$ cat src/design/rfsc_pkg.sv
// shared types, constants and helper functions of the range filter stream compactor
package rfsc_pkg;

  // number of values compared and packed side by side
  localparam int LANES       = 4;
  // value lanes carried by the stream fields
  localparam int FIELD_LANES = 4;
  // lanes that reach the stream fields
  localparam int SHOWN_LANES = (LANES < FIELD_LANES) ? LANES : FIELD_LANES;

  localparam int VAL_W  = 64;
  localparam int KEEP_W = 32;
  localparam int IN_W   = FIELD_LANES * VAL_W;
  localparam int OUT_W  = FIELD_LANES * VAL_W + KEEP_W;

  // packed entry count, always below LANES between beats
  localparam int CNT_W = $clog2(LANES + 1);
  // entry count after appending one beat, up to 2*LANES-1
  localparam int SUM_W = $clog2(2 * LANES);

  // configuration port
  localparam int CFG_W  = 64;
  localparam int ADDR_W = 4;

  typedef enum logic {
    REG_LOWER = 1'b0,
    REG_UPPER = 1'b1
  } reg_e;

  typedef logic [VAL_W-1:0] val_t;

  typedef struct packed {
    val_t lower;
    val_t upper;
  } bounds_t;

  typedef struct packed {
    logic                          last;
    logic [KEEP_W-1:0]             keep;
    logic [FIELD_LANES-1:0][VAL_W-1:0] vals;
  } beat_t;

  typedef struct packed {
    logic  valid;
    beat_t beat;
  } push_t;

  // byte mask covering eight bytes per value, clipped to the keep width
  function automatic logic [KEEP_W-1:0] keep_mask(input logic [CNT_W-1:0] n);
    logic [KEEP_W-1:0] m;
    m = '0;
    for (int b = 0; b < KEEP_W; b++) begin
      m[b] = ((b / 8) < int'(n));
    end
    return m;
  endfunction

endpackage

$ cat src/design/range_filter_stream_compactor.sv
// top level of the range filter stream compactor: config registers, lanes, merge, output queue
//
// Each input beat carries four 64-bit values; a value is kept when it lies
// between the lower and the upper bound, both inclusive. Kept values are packed
// in order into full output beats (keep all ones). One beat is held back so
// the final beat carries tlast. A stream end sends the remainder as a partial
// beat whose keep covers eight bytes per value, or a zero beat with keep 0x01
// when nothing was kept. Beats are taken one per cycle while the stream runs
// and the output queue has room. The beat with tlast is followed by a flush
// in the merge stage (a partial beat if entries remain, then the final beat),
// which sends at most one output beat per cycle and takes no new input
// meanwhile. The final beat of a stream passes the lane register, the merge
// stage with its flush and the output queue. Output tdata holds value 0 in
// bits 63:0 up to value 3 in bits 255:192 and the byte keep mask in bits
// 287:256. Bounds sit at byte address 0 (lower) and 8 (upper), 64 bits each;
// the user must change them only while no stream is in flight (not enforced by the block).
module range_filter_stream_compactor (
  input  logic                          clk_i,
  input  logic                          rst_ni,
  // input stream
  input  logic                          s_axis_tvalid_i,
  output logic                          s_axis_tready_o,
  // in_value_0 .. in_value_3, 64 bits each from the lowest bit
  input  logic [rfsc_pkg::IN_W-1:0]     s_axis_tdata_i,
  input  logic                          s_axis_tlast_i,
  // output stream
  output logic                          m_axis_tvalid_o,
  input  logic                          m_axis_tready_i,
  // out_value_0 .. out_value_3 (64 bits each), then out_keep (32), from the lowest bit
  output logic [rfsc_pkg::OUT_W-1:0]    m_axis_tdata_o,
  output logic                          m_axis_tlast_o,
  // configuration port
  input  logic                          psel,
  input  logic                          penable,
  input  logic                          pwrite,
  input  logic [rfsc_pkg::ADDR_W-1:0]   paddr,
  input  logic [rfsc_pkg::CFG_W-1:0]    pwdata,
  output logic [rfsc_pkg::CFG_W-1:0]    prdata,
  output logic                          pready
);

  localparam int L = rfsc_pkg::LANES;

  rfsc_pkg::bounds_t bounds_q;
  rfsc_pkg::reg_e    reg_sel;
  logic              cfg_wr;

  logic              s1_valid_q, s1_valid_d;
  logic              s1_last_q;
  logic              s1_load;
  logic              take;

  logic [L-1:0][rfsc_pkg::VAL_W-1:0] lane_in;
  logic [L-1:0][rfsc_pkg::VAL_W-1:0] lane_val;
  logic [L-1:0]                      lane_hit;

  rfsc_pkg::push_t   push;
  logic              push_ready;
  rfsc_pkg::beat_t   out_beat;

  // register decode
  assign pready  = 1'b1;
  assign reg_sel = rfsc_pkg::reg_e'(paddr[3]);
  assign cfg_wr  = psel && penable && pwrite && pready;

  always_comb begin
    unique case (reg_sel)
      rfsc_pkg::REG_LOWER: prdata = bounds_q.lower;
      rfsc_pkg::REG_UPPER: prdata = bounds_q.upper;
      default:             prdata = '0;
    endcase
  end

  always_ff @(posedge clk_i or negedge rst_ni) begin
    if (!rst_ni) begin
      bounds_q.lower <= '0;
      bounds_q.upper <= '1;
    end else if (cfg_wr) begin
      unique case (reg_sel)
        rfsc_pkg::REG_LOWER: bounds_q.lower <= pwdata;
        rfsc_pkg::REG_UPPER: bounds_q.upper <= pwdata;
        default:             bounds_q <= bounds_q;
      endcase
    end
  end

  // lane stage handshake
  assign s_axis_tready_o = !s1_valid_q || take;
  assign s1_load         = s_axis_tvalid_i && s_axis_tready_o;

  always_comb begin
    s1_valid_d = s1_valid_q;
    if (s1_load) begin
      s1_valid_d = 1'b1;
    end else if (take) begin
      s1_valid_d = 1'b0;
    end
  end

  always_ff @(posedge clk_i or negedge rst_ni) begin
    if (!rst_ni) begin
      s1_valid_q <= 1'b0;
    end else begin
      s1_valid_q <= s1_valid_d;
    end
  end

  always_ff @(posedge clk_i) begin
    if (s1_load) begin
      s1_last_q <= s_axis_tlast_i;
    end
  end

  // filter lanes
  for (genvar i = 0; i < L; i++) begin : g_lane
    if (i < rfsc_pkg::SHOWN_LANES) begin : g_fed
      assign lane_in[i] = s_axis_tdata_i[i*rfsc_pkg::VAL_W +: rfsc_pkg::VAL_W];
    end else begin : g_zero
      assign lane_in[i] = '0;
    end

    rfsc_lane u_lane (
      .clk_i    (clk_i),
      .rst_ni   (rst_ni),
      .en_i     (s1_load),
      .value_i  (lane_in[i]),
      .bounds_i (bounds_q),
      .value_o  (lane_val[i]),
      .hit_o    (lane_hit[i])
    );
  end

  // packing and hold-back
  rfsc_merge u_merge (
    .clk_i        (clk_i),
    .rst_ni       (rst_ni),
    .valid_i      (s1_valid_q),
    .last_i       (s1_last_q),
    .hits_i       (lane_hit),
    .vals_i       (lane_val),
    .take_o       (take),
    .push_ready_i (push_ready),
    .push_o       (push)
  );

  // output queue
  rfsc_out_fifo u_out_fifo (
    .clk_i   (clk_i),
    .rst_ni  (rst_ni),
    .push_i  (push),
    .ready_o (push_ready),
    .valid_o (m_axis_tvalid_o),
    .pop_i   (m_axis_tready_i),
    .beat_o  (out_beat)
  );

  assign m_axis_tdata_o = {out_beat.keep, out_beat.vals};
  assign m_axis_tlast_o = out_beat.last;

endmodule

$ cat src/design/rfsc_lane.sv
// one filter lane: range compare and stage register for one value
module rfsc_lane (
  input  logic                  clk_i,
  input  logic                  rst_ni,
  input  logic                  en_i,
  input  rfsc_pkg::val_t        value_i,
  input  rfsc_pkg::bounds_t     bounds_i,
  output rfsc_pkg::val_t        value_o,
  output logic                  hit_o
);

  rfsc_pkg::val_t value_q;
  logic           hit_q;
  logic           hit_d;

  // inclusive range check, empty when lower exceeds upper
  assign hit_d = (value_i >= bounds_i.lower) && (value_i <= bounds_i.upper);

  // value and hit flag held for the merge stage
  always_ff @(posedge clk_i or negedge rst_ni) begin
    if (!rst_ni) begin
      hit_q <= 1'b0;
    end else if (en_i) begin
      hit_q <= hit_d;
    end
  end

  always_ff @(posedge clk_i) begin
    if (en_i) begin
      value_q <= value_i;
    end
  end

  assign value_o = value_q;
  assign hit_o   = hit_q;

endmodule

$ cat src/design/rfsc_merge.sv
// merge stage: packs lane hits densely, holds back one beat, flushes at stream end
module rfsc_merge (
  input  logic                                      clk_i,
  input  logic                                      rst_ni,
  input  logic                                      valid_i,
  input  logic                                      last_i,
  input  logic [rfsc_pkg::LANES-1:0]                hits_i,
  input  logic [rfsc_pkg::LANES-1:0][rfsc_pkg::VAL_W-1:0] vals_i,
  output logic                                      take_o,
  input  logic                                      push_ready_i,
  output rfsc_pkg::push_t                           push_o
);

  localparam int L = rfsc_pkg::LANES;

  rfsc_pkg::val_t [L-1:0]   pack_q, pack_d;
  logic [rfsc_pkg::CNT_W-1:0] count_q, count_d;
  rfsc_pkg::val_t [L-1:0]   held_vals_q, held_vals_d;
  logic [rfsc_pkg::KEEP_W-1:0] held_keep_q, held_keep_d;
  logic                     held_valid_q, held_valid_d;
  logic                     flush_q, flush_d;

  logic [L-1:0][rfsc_pkg::SUM_W-1:0] pos;
  logic [rfsc_pkg::SUM_W-1:0]        ncount;
  logic                              full;
  rfsc_pkg::val_t [2*L-1:0]          comb;
  rfsc_pkg::beat_t                   held_beat;
  rfsc_pkg::beat_t                   empty_beat;

  // destination slot of each lane and new entry count
  always_comb begin
    logic [rfsc_pkg::SUM_W-1:0] run;
    run = rfsc_pkg::SUM_W'(count_q);
    for (int i = 0; i < L; i++) begin
      pos[i] = run;
      run    = run + rfsc_pkg::SUM_W'(hits_i[i]);
    end
    ncount = run;
    full   = (run >= rfsc_pkg::SUM_W'(L));
  end

  // compaction: stored entries first, then kept lane values in order
  always_comb begin
    for (int j = 0; j < 2 * L; j++) begin
      comb[j] = '0;
      if ((j < L) && (j < int'(count_q))) begin
        comb[j] = pack_q[j % L];
      end
      for (int i = 0; i < L; i++) begin
        if (hits_i[i] && (pos[i] == rfsc_pkg::SUM_W'(j))) begin
          comb[j] = vals_i[i];
        end
      end
    end
  end

  // held beat and the zero beat sent for an empty stream
  always_comb begin
    held_beat      = '0;
    held_beat.keep = held_keep_q;
    for (int j = 0; j < rfsc_pkg::SHOWN_LANES; j++) begin
      held_beat.vals[j] = held_vals_q[j];
    end
    empty_beat      = '0;
    empty_beat.keep = rfsc_pkg::KEEP_W'(1);
  end

  // packing, hold-back and flush sequencing
  always_comb begin
    pack_d       = pack_q;
    count_d      = count_q;
    held_vals_d  = held_vals_q;
    held_keep_d  = held_keep_q;
    held_valid_d = held_valid_q;
    flush_d      = flush_q;
    take_o       = 1'b0;
    push_o       = '0;

    if (!flush_q) begin
      if (valid_i && push_ready_i) begin
        take_o = 1'b1;
        if (full) begin
          // a full beat forms: the previous one goes out
          push_o.valid = held_valid_q;
          push_o.beat  = held_beat;
          for (int j = 0; j < L; j++) begin
            held_vals_d[j] = comb[j];
            pack_d[j]      = comb[j + L];
          end
          held_keep_d  = rfsc_pkg::keep_mask(rfsc_pkg::CNT_W'(L));
          held_valid_d = 1'b1;
          count_d      = rfsc_pkg::CNT_W'(ncount - rfsc_pkg::SUM_W'(L));
        end else begin
          for (int j = 0; j < L; j++) begin
            pack_d[j] = comb[j];
          end
          count_d = rfsc_pkg::CNT_W'(ncount);
        end
        flush_d = last_i;
      end
    end else if (push_ready_i) begin
      if (count_q != '0) begin
        // leftover entries become a partial beat
        push_o.valid = held_valid_q;
        push_o.beat  = held_beat;
        for (int j = 0; j < L; j++) begin
          held_vals_d[j] = (j < int'(count_q)) ? pack_q[j] : '0;
        end
        held_keep_d  = rfsc_pkg::keep_mask(count_q);
        held_valid_d = 1'b1;
        count_d      = '0;
      end else begin
        // final beat of the stream, then back to the idle state
        push_o.valid     = 1'b1;
        push_o.beat      = held_valid_q ? held_beat : empty_beat;
        push_o.beat.last = 1'b1;
        held_valid_d     = 1'b0;
        flush_d          = 1'b0;
      end
    end
  end

  // control state
  always_ff @(posedge clk_i or negedge rst_ni) begin
    if (!rst_ni) begin
      count_q      <= '0;
      held_valid_q <= 1'b0;
      flush_q      <= 1'b0;
    end else begin
      count_q      <= count_d;
      held_valid_q <= held_valid_d;
      flush_q      <= flush_d;
    end
  end

  // payload
  always_ff @(posedge clk_i) begin
    pack_q      <= pack_d;
    held_vals_q <= held_vals_d;
    held_keep_q <= held_keep_d;
  end

endmodule

$ cat src/design/rfsc_out_fifo.sv
// two-entry output queue that decouples the merge stage from the output stream
module rfsc_out_fifo (
  input  logic              clk_i,
  input  logic              rst_ni,
  input  rfsc_pkg::push_t   push_i,
  output logic              ready_o,
  output logic              valid_o,
  input  logic              pop_i,
  output rfsc_pkg::beat_t   beat_o
);

  rfsc_pkg::beat_t mem_q [2];
  logic            wr_ptr_q, wr_ptr_d;
  logic            rd_ptr_q, rd_ptr_d;
  logic [1:0]      count_q, count_d;
  logic            do_push;
  logic            do_pop;

  assign ready_o = (count_q != 2'd2);
  assign valid_o = (count_q != 2'd0);
  assign do_push = push_i.valid && ready_o;
  assign do_pop  = valid_o && pop_i;

  // pointer and fill count update
  always_comb begin
    wr_ptr_d = do_push ? ~wr_ptr_q : wr_ptr_q;
    rd_ptr_d = do_pop ? ~rd_ptr_q : rd_ptr_q;
    count_d  = count_q;
    if (do_push && !do_pop) begin
      count_d = count_q + 2'd1;
    end else if (do_pop && !do_push) begin
      count_d = count_q - 2'd1;
    end
  end

  always_ff @(posedge clk_i or negedge rst_ni) begin
    if (!rst_ni) begin
      wr_ptr_q <= 1'b0;
      rd_ptr_q <= 1'b0;
      count_q  <= 2'd0;
    end else begin
      wr_ptr_q <= wr_ptr_d;
      rd_ptr_q <= rd_ptr_d;
      count_q  <= count_d;
    end
  end

  // entry storage
  always_ff @(posedge clk_i) begin
    if (do_push) begin
      mem_q[wr_ptr_q] <= push_i.beat;
    end
  end

  assign beat_o = mem_q[rd_ptr_q];

endmodule

$ cat config.mk
export PLATFORM = sky130hd
export DESIGN_NAME = range_filter_stream_compactor
export DESIGN_NICKNAME = d
export VERILOG_FILES = /design/src/design/rfsc_pkg.sv /design/src/design/range_filter_stream_compactor.sv /design/src/design/rfsc_lane.sv /design/src/design/rfsc_merge.sv /design/src/design/rfsc_out_fifo.sv
export SDC_FILE = /design/constraint.sdc
export NUM_CORES = 2
export LEC_CHECK = 0
export BUFFER_PORTS_ARGS = -buffer_cell sky130_fd_sc_hd__buf_2
export CORE_ASPECT_RATIO = 1.2
export CORE_MARGIN = 1.5
export CORE_UTILIZATION = 47
export CTS_BUF_LIST = sky130_fd_sc_hd__clkbuf_4
export CTS_CLUSTER_SIZE = 40
export DETAILED_ROUTE_END_ITERATION = 8
export HOLD_SLACK_MARGIN = 0.08
export PLACE_DENSITY = 0.65
export SLEW_MARGIN = 30
export SYNTH_ARGS = -nofsm -noshare
export SYNTH_HDL_FRONTEND = slang
export SYNTH_SLANG_ARGS = --single-unit
export TNS_END_PERCENT = 50
$ cat constraint.sdc
create_clock -name clk_i -period 14.5 [get_ports clk_i]
set_input_delay 2.9 -clock clk_i [delete_from_list [all_inputs] [get_ports clk_i]]
set_output_delay 2.9 -clock clk_i [all_outputs]
set_load 0.005 [all_outputs]
Word level (Yosys, flattened, before mapping)
Memories as Yosys holds them, arrays and structs flattened.
Cells that the tools add are included.

storage, ports and cells
  logic and storage cells = 222
  bits in read-only memories = 0
  input bits = 332
  flip-flop bits (word level) = 943
  memories = 1
  memory bits (writable) = 578
  bits in latches = 0
  output and inout bits = 356

memory list
  memory            depth  width  rd ports  clocked after Yosys merged registers in  write ports  line                 source
  u_out_fifo.mem_q  2      289    1         0                                        1            rfsc_out_fifo.sv:12  rfsc_pkg::beat_t mem_q [2];

cells by class
  bitwise operators = 4
  divide/modulo/power cells = 0
  $lt $le $gt $ge = 13
  $mul = 0
  shift operators = 0
  reductions and logical operators = 64
  add/sub/neg operators = 7
  eq/ne operators = 31
  multiplexer cells = 75

operators with widths
  kind                                                                          count
  64-bit two-way mux                                                            36
  256-bit two-way mux                                                           6
  290-bit two-way mux                                                           5
  288-bit two-way mux                                                           1
  64-bit >= comparator                                                          4
  64-bit <= comparator                                                          4
  32-bit two-way mux                                                            5
  64-bit one-hot mux with 2 select lines                                        1
  3-bit == test (second input constant)                                         16
  1-bit logical AND                                                             44
  3-bit by 2-bit == test with 1-bit output (second input constant)              8
  3-bit two-way mux                                                             5
  1-bit two-way mux                                                             14
  3-bit by 1-bit adder with 3-bit output                                        4
  3-bit by 1-bit == test with 1-bit output (second input constant)              4
  3-bit logical NOT                                                             4
  2-bit nonzero test                                                            5
  1-bit by 3-bit less-than comparator with 1-bit output (first input constant)  2
  2-bit by 3-bit less-than comparator with 1-bit output (first input constant)  2
  2-bit AND reduction                                                           3
  3-bit AND reduction                                                           2
  2-bit two-way mux                                                             2
  2-bit != test (second input constant)                                         2
  1-bit NOT                                                                     4
  9 further kinds                                                               11

Depth between registers and ports, before layout
  depth in word-level cells = 13
  mapped depth = 13
  gate-level depth less buffers = 13

By module
Synthesis repeated with hierarchy kept, for this count alone.

second synthesis, totals
  cell total of the unflattened synthesis = 8403
  area, all modules = 90475.5 sq um

modules (own cells, without submodules)
  module                         times used  seq. area each (sq um)  area each (sq um)  cells each
  rfsc_merge                     1           15620.0                 42388.2            5073
  rfsc_out_fifo                  1           17456.7                 21411.8            917
  rfsc_lane                      4           1946.9                  5183.7             516
  range_filter_stream_compactor  1           3338.2                  5940.7             349

Least setup slack after synthesis
No wires, ideal clock.

  kind = register to register
  start = register g_lane[0].u_lane.hit_q
  end = register u_merge.held_vals_q, in the netlist u_merge.held_beat[0], enable pin
  cell stages (with the launch flop) = 10
  period minus slack after synthesis = 15983 ps
  path buffers = 0
  setup slack = -1483 ps
  data required time = 13531 ps
  library setup time = 969 ps
  data arrival time = 15014 ps
  cells stage by stage = dfrtp_1 -> ha_1 -> ha_1 -> ha_1 -> ha_1 -> ha_1 -> xnor2_2 -> a21o_1 -> nand2_1 -> a21oi_1

between the ends
  cells in the longest elaborated chain, start to end = 7

ends and longest elaborated chain
  element                                              line               source
  start, declared                                      rfsc_lane.sv:13    logic hit_q;
  start signal, assigned                               rfsc_lane.sv:24    hit_q <= hit_d;
  3-bit by 1-bit adder with 3-bit output (4 in a row)  rfsc_merge.sv:36   run = run + rfsc_pkg::SUM_W'(hits_i[i]);
  3-bit >= comparator                                  rfsc_merge.sv:39   full = (run >= rfsc_pkg::SUM_W'(L));
  2-bit nonzero test (no line)                         -
  4-bit AND reduction (no line)                        -
  end signal, assigned                                 rfsc_merge.sv:139  held_vals_q <= held_vals_d;
  end, declared                                        rfsc_merge.sv:18   rfsc_pkg::val_t [L-1:0] held_vals_q, held_vals_d;

Every way passes these cells.
A chain may end at the register's enable or synchronous reset.

Worst setup path in the final report
  start = input port paddr[3] (netlist bit)
  end = output port prdata[21] (netlist bit)

between the ends
  cells in the longest elaborated chain, start to end = 2

ends and longest elaborated chain
  element                                     line                                 source
  start, declared                             range_filter_stream_compactor.sv:36  input logic [rfsc_pkg::ADDR_W-1:0] paddr,
  1-bit NOT (no line)                         -
  64-bit one-hot mux with 2 select lines (*)  range_filter_stream_compactor.sv:67  unique case (reg_sel)
  end, declared                               range_filter_stream_compactor.sv:38  output logic [rfsc_pkg::CFG_W-1:0] prdata,

Mark *: on every way between the ends. The rest lies on a longest branch, timed or not.

==> results.yml <==
route:
  num_vias: 72019
  viasPerCell: 6.38
  ant_nets: 0
  drc: 1
  drtIter0Drc: 9769
  firstDrtPassIters: 9
  routed_wl_um: 313000
  avgRoutedWirePerCell_um: 27.7
worst_setup_path:
  worstPathArrival_ns: 4.57
  critPathKind: "input pin to output pin"
  timing.rr.start: "u_merge.count_q[0]$_DFFE_PN0P_"
  crit_fanout: 98
  cp-start-kind: "input pin"
  critPathRequiredTime_ns: 11.60
  cp-startpoint: "paddr[3]"
  cp-end-kind: "output pin"
synth:
  synth_cells: 8235
  yosysTopAreaCell: "edfxtp_1"
  synth_flop_cell: "edfxtp_1"
  async_flop_share: 0.0987
  ys_seq_area_frac: 0.497
  syn_area_mm2: 0.0856
  ys_top_cells_by_area: "edfxtp_1 45%, ha_1 7.6%, a21oi_1 6.2%"
  ys_ff_latch: 1439
  avgSynthCellArea_um2: 10.4
  yosys.cell_types.count: 69
  synth_top_area_share: 0.455
  yosysWarnings: 0
  synth_nets: 9088
  synth_edf_count: 1297
floorplan:
  die_area_mm2: 0.185
  coreArea_mm2: 0.181
  rows: 171
  initial_utilization: 0.473
  die_h_um: 471
  die_w_um: 393
  pin_count: 688
cells_and_area:
  area_delta_synth_final_pct: 10.4
  nets: 9444
  seq_area_mm2: 0.0426
  layout-drive-gt1-share: 0.212
  fin_util: 0.522
  fillers: 16230
  multi_input_area_mm2: 0.0393
  final_cells: 11281
grt:
  grt_max_degree: 177
  grtUsageTotal: 0.328
  antenna_found_initial: 45
  grt_pass1_wl_um: 448000
  overflow: 0
  grt_pass1_vias: 66746
cts:
  path_clk_slew_ns: 0.07
  cts_tree: "yes"
  cts_resized: 0
  cts_hold_buf: 0
  cts-root-buf: "clkbuf_4"
  clock_latency_ns: 1.41
  clk_path_buf_depth: 4
  cts_max_level: 5
  cts_setup_buffers: 0
  numCtsBuffers: 374
  clkSinkCount: 1439
outcome:
  violations: "design-rule violations"
  outcome: "complete, but fails checks"
placement:
  gp_congestion: 0.954
  post-dp-hpwl_um: 211000
  port_buffers: 683
  dp_cells: 10634
timing:
  final_max_slew_viol_count: 0
  tns_ns: 0
  fmax_ghz: 0.134
  worst_slew_pin_slew_ns: 1.16
  holdWs_ns: 0.442
  slew_headroom: 0.216
  min_period_ns: 7.47
  fin_skew_ns: 0.137
  finalSetupViolations: 0
  fin_crit_sh: 0.515
  hold_viol: 0
  grt_setup_unrepaired: "no"
pwr:
  total_power_w: 0.0233
  p_leak_nw: 35.8
  irDropWorstVdd_uv: 344
  power.density_mw_per_mm2: 246
min_path:
  min-delay-start: "s1_last_q$_DFFE_PP_"
  hold_class: "flip-flop to flip-flop"
run:
  max_cap_violations: 0
routing by layer:
metal  wire, um  global-route usage  up-vias
li1           -                   -    31698
met1     129000               0.467    34545
met2     130000               0.463     4898
met3      40800              0.0931      870
met4      13100               0.140        8
met5         57                   0        -
cells in the final DEF, fill, tap and decap left out, drive strengths merged, types with 17 or more instances in the layout:
| cell | n |
|---|---|
| nand4 | 96 |
| clkbuf | 525 |
| or3 | 134 |
| and3 | 193 |
| buf | 809 |
| ha | 521 |
| dfstp | 64 |
| a221oi | 143 |
| nor3 | 32 |
| a211oi | 285 |
| o21ai | 517 |
| dfrtp | 78 |
| nor2b | 17 |
| a22oi | 128 |
| clkinv | 91 |
| nor2 | 640 |
| o211ai | 73 |
| edfxtp | 1297 |
| a21oi | 1070 |
| nand2 | 501 |
| mux2 | 391 |
| a21o | 80 |
| mux2i | 320 |
| inv | 141 |
| and2 | 264 |
| nand3 | 292 |
logic make-up after synthesis:
family	after synthesis	share of synthesized area
AOI/OAI and AO/OA	2342	0.162
xor gates and xnor gates	10	0.00152
adders and majority gates	521	0.0761
buffers and inverters	967	0.0477
DFF	1439	0.497
muxes	711	0.0888
other	1	0.0000438
and+or+nand+nor	2244	0.127
layout make-up:
type	instances	area share
Multi-Input combinational cell	5829	0.415
Clock inverter	104	0.00593
Clock buffer	525	0.0417
Antenna cell	15	0.000397
Sequential cell	1439	0.450
Inverter	138	0.00556
Timing Repair Buffer	809	0.0485
Tap cell	2422	0.0321
worst paths after layout:
path / endpoint / slack [ns] / cells after the start
setup / recovery: prdata[21] / 7.03 / 4
hold / removal: u_merge.flush_q$_DFF_PN0_ / 0.44 / 2
setup reg to reg: u_out_fifo.mem_q[1][71]$_DFFE_PP_ / 7.11 / 15
hold reg to reg: u_merge.flush_q$_DFF_PN0_ / 0.44 / 2
max in group asynchronous: bounds_q[106]$_DFFE_PN0P_ / 11.73 / 2
min in group asynchronous: bounds_q[75]$_DFFE_PN0P_ / 1.57 / 1
sequential cells by signal, summed over array words and instances, names as in the netlist:
register	flops
bounds_q	128
g_lane.u_lane.hit_o	4
g_lane.u_lane.value_o	256
s1_last_q	1
s1_valid_q	1
u_merge.count_q	3
u_merge.flush_q	1
u_merge.held_beat	256
u_merge.held_keep_q	4
u_merge.held_valid_q	1
u_merge.pack_q	256
u_out_fifo.count_q	2
u_out_fifo.mem_q	524
u_out_fifo.rd_ptr_q	1
u_out_fifo.wr_ptr_q	1
Yosys cell counts (all sizes together) (96+ instances only):
master     n
o21ai    517
ha       521
a21oi   1070
edfxtp  1297
a211oi   285
inv      137
and3     193
mux2i    320
nand3    292
nand2    501
a221oi   143
nor2     640
buf      206
or3      134
mux2     391
a22oi    128
and2     264
clkbuf   623
nand4     96
worst max-delay path, cell delays in order:
cell and delay (ns):
buf_4 0.27, buf_4 0.70, o21ai_0 0.41, buf_2 0.24
stage by stage:
stage | setup slack (ns) | instance area, um2
2_1_floorplan | -0.599 | 85600
5_1_grt | 6.69 | 94500
4_1_cts | 7.01 | 94400
3_3_place_gp | 7.00 | 89800
3_5_place_dp | 7.02 | 89900
6_report | 7.03 | 94500
power by group:
| part | internal [W] | switching [W] | total, W | leakage, nW |
|---|---|---|---|---|
| registers | 0.00760 | 0.00108 | 0.00868 | 14.0 |
| logic | 0.00375 | 0.00740 | 0.0111 | 19.1 |
| clock network | 0.00175 | 0.00170 | 0.00345 | 2.67 |
No activity file was read; power rests on OpenSTA's default activity.
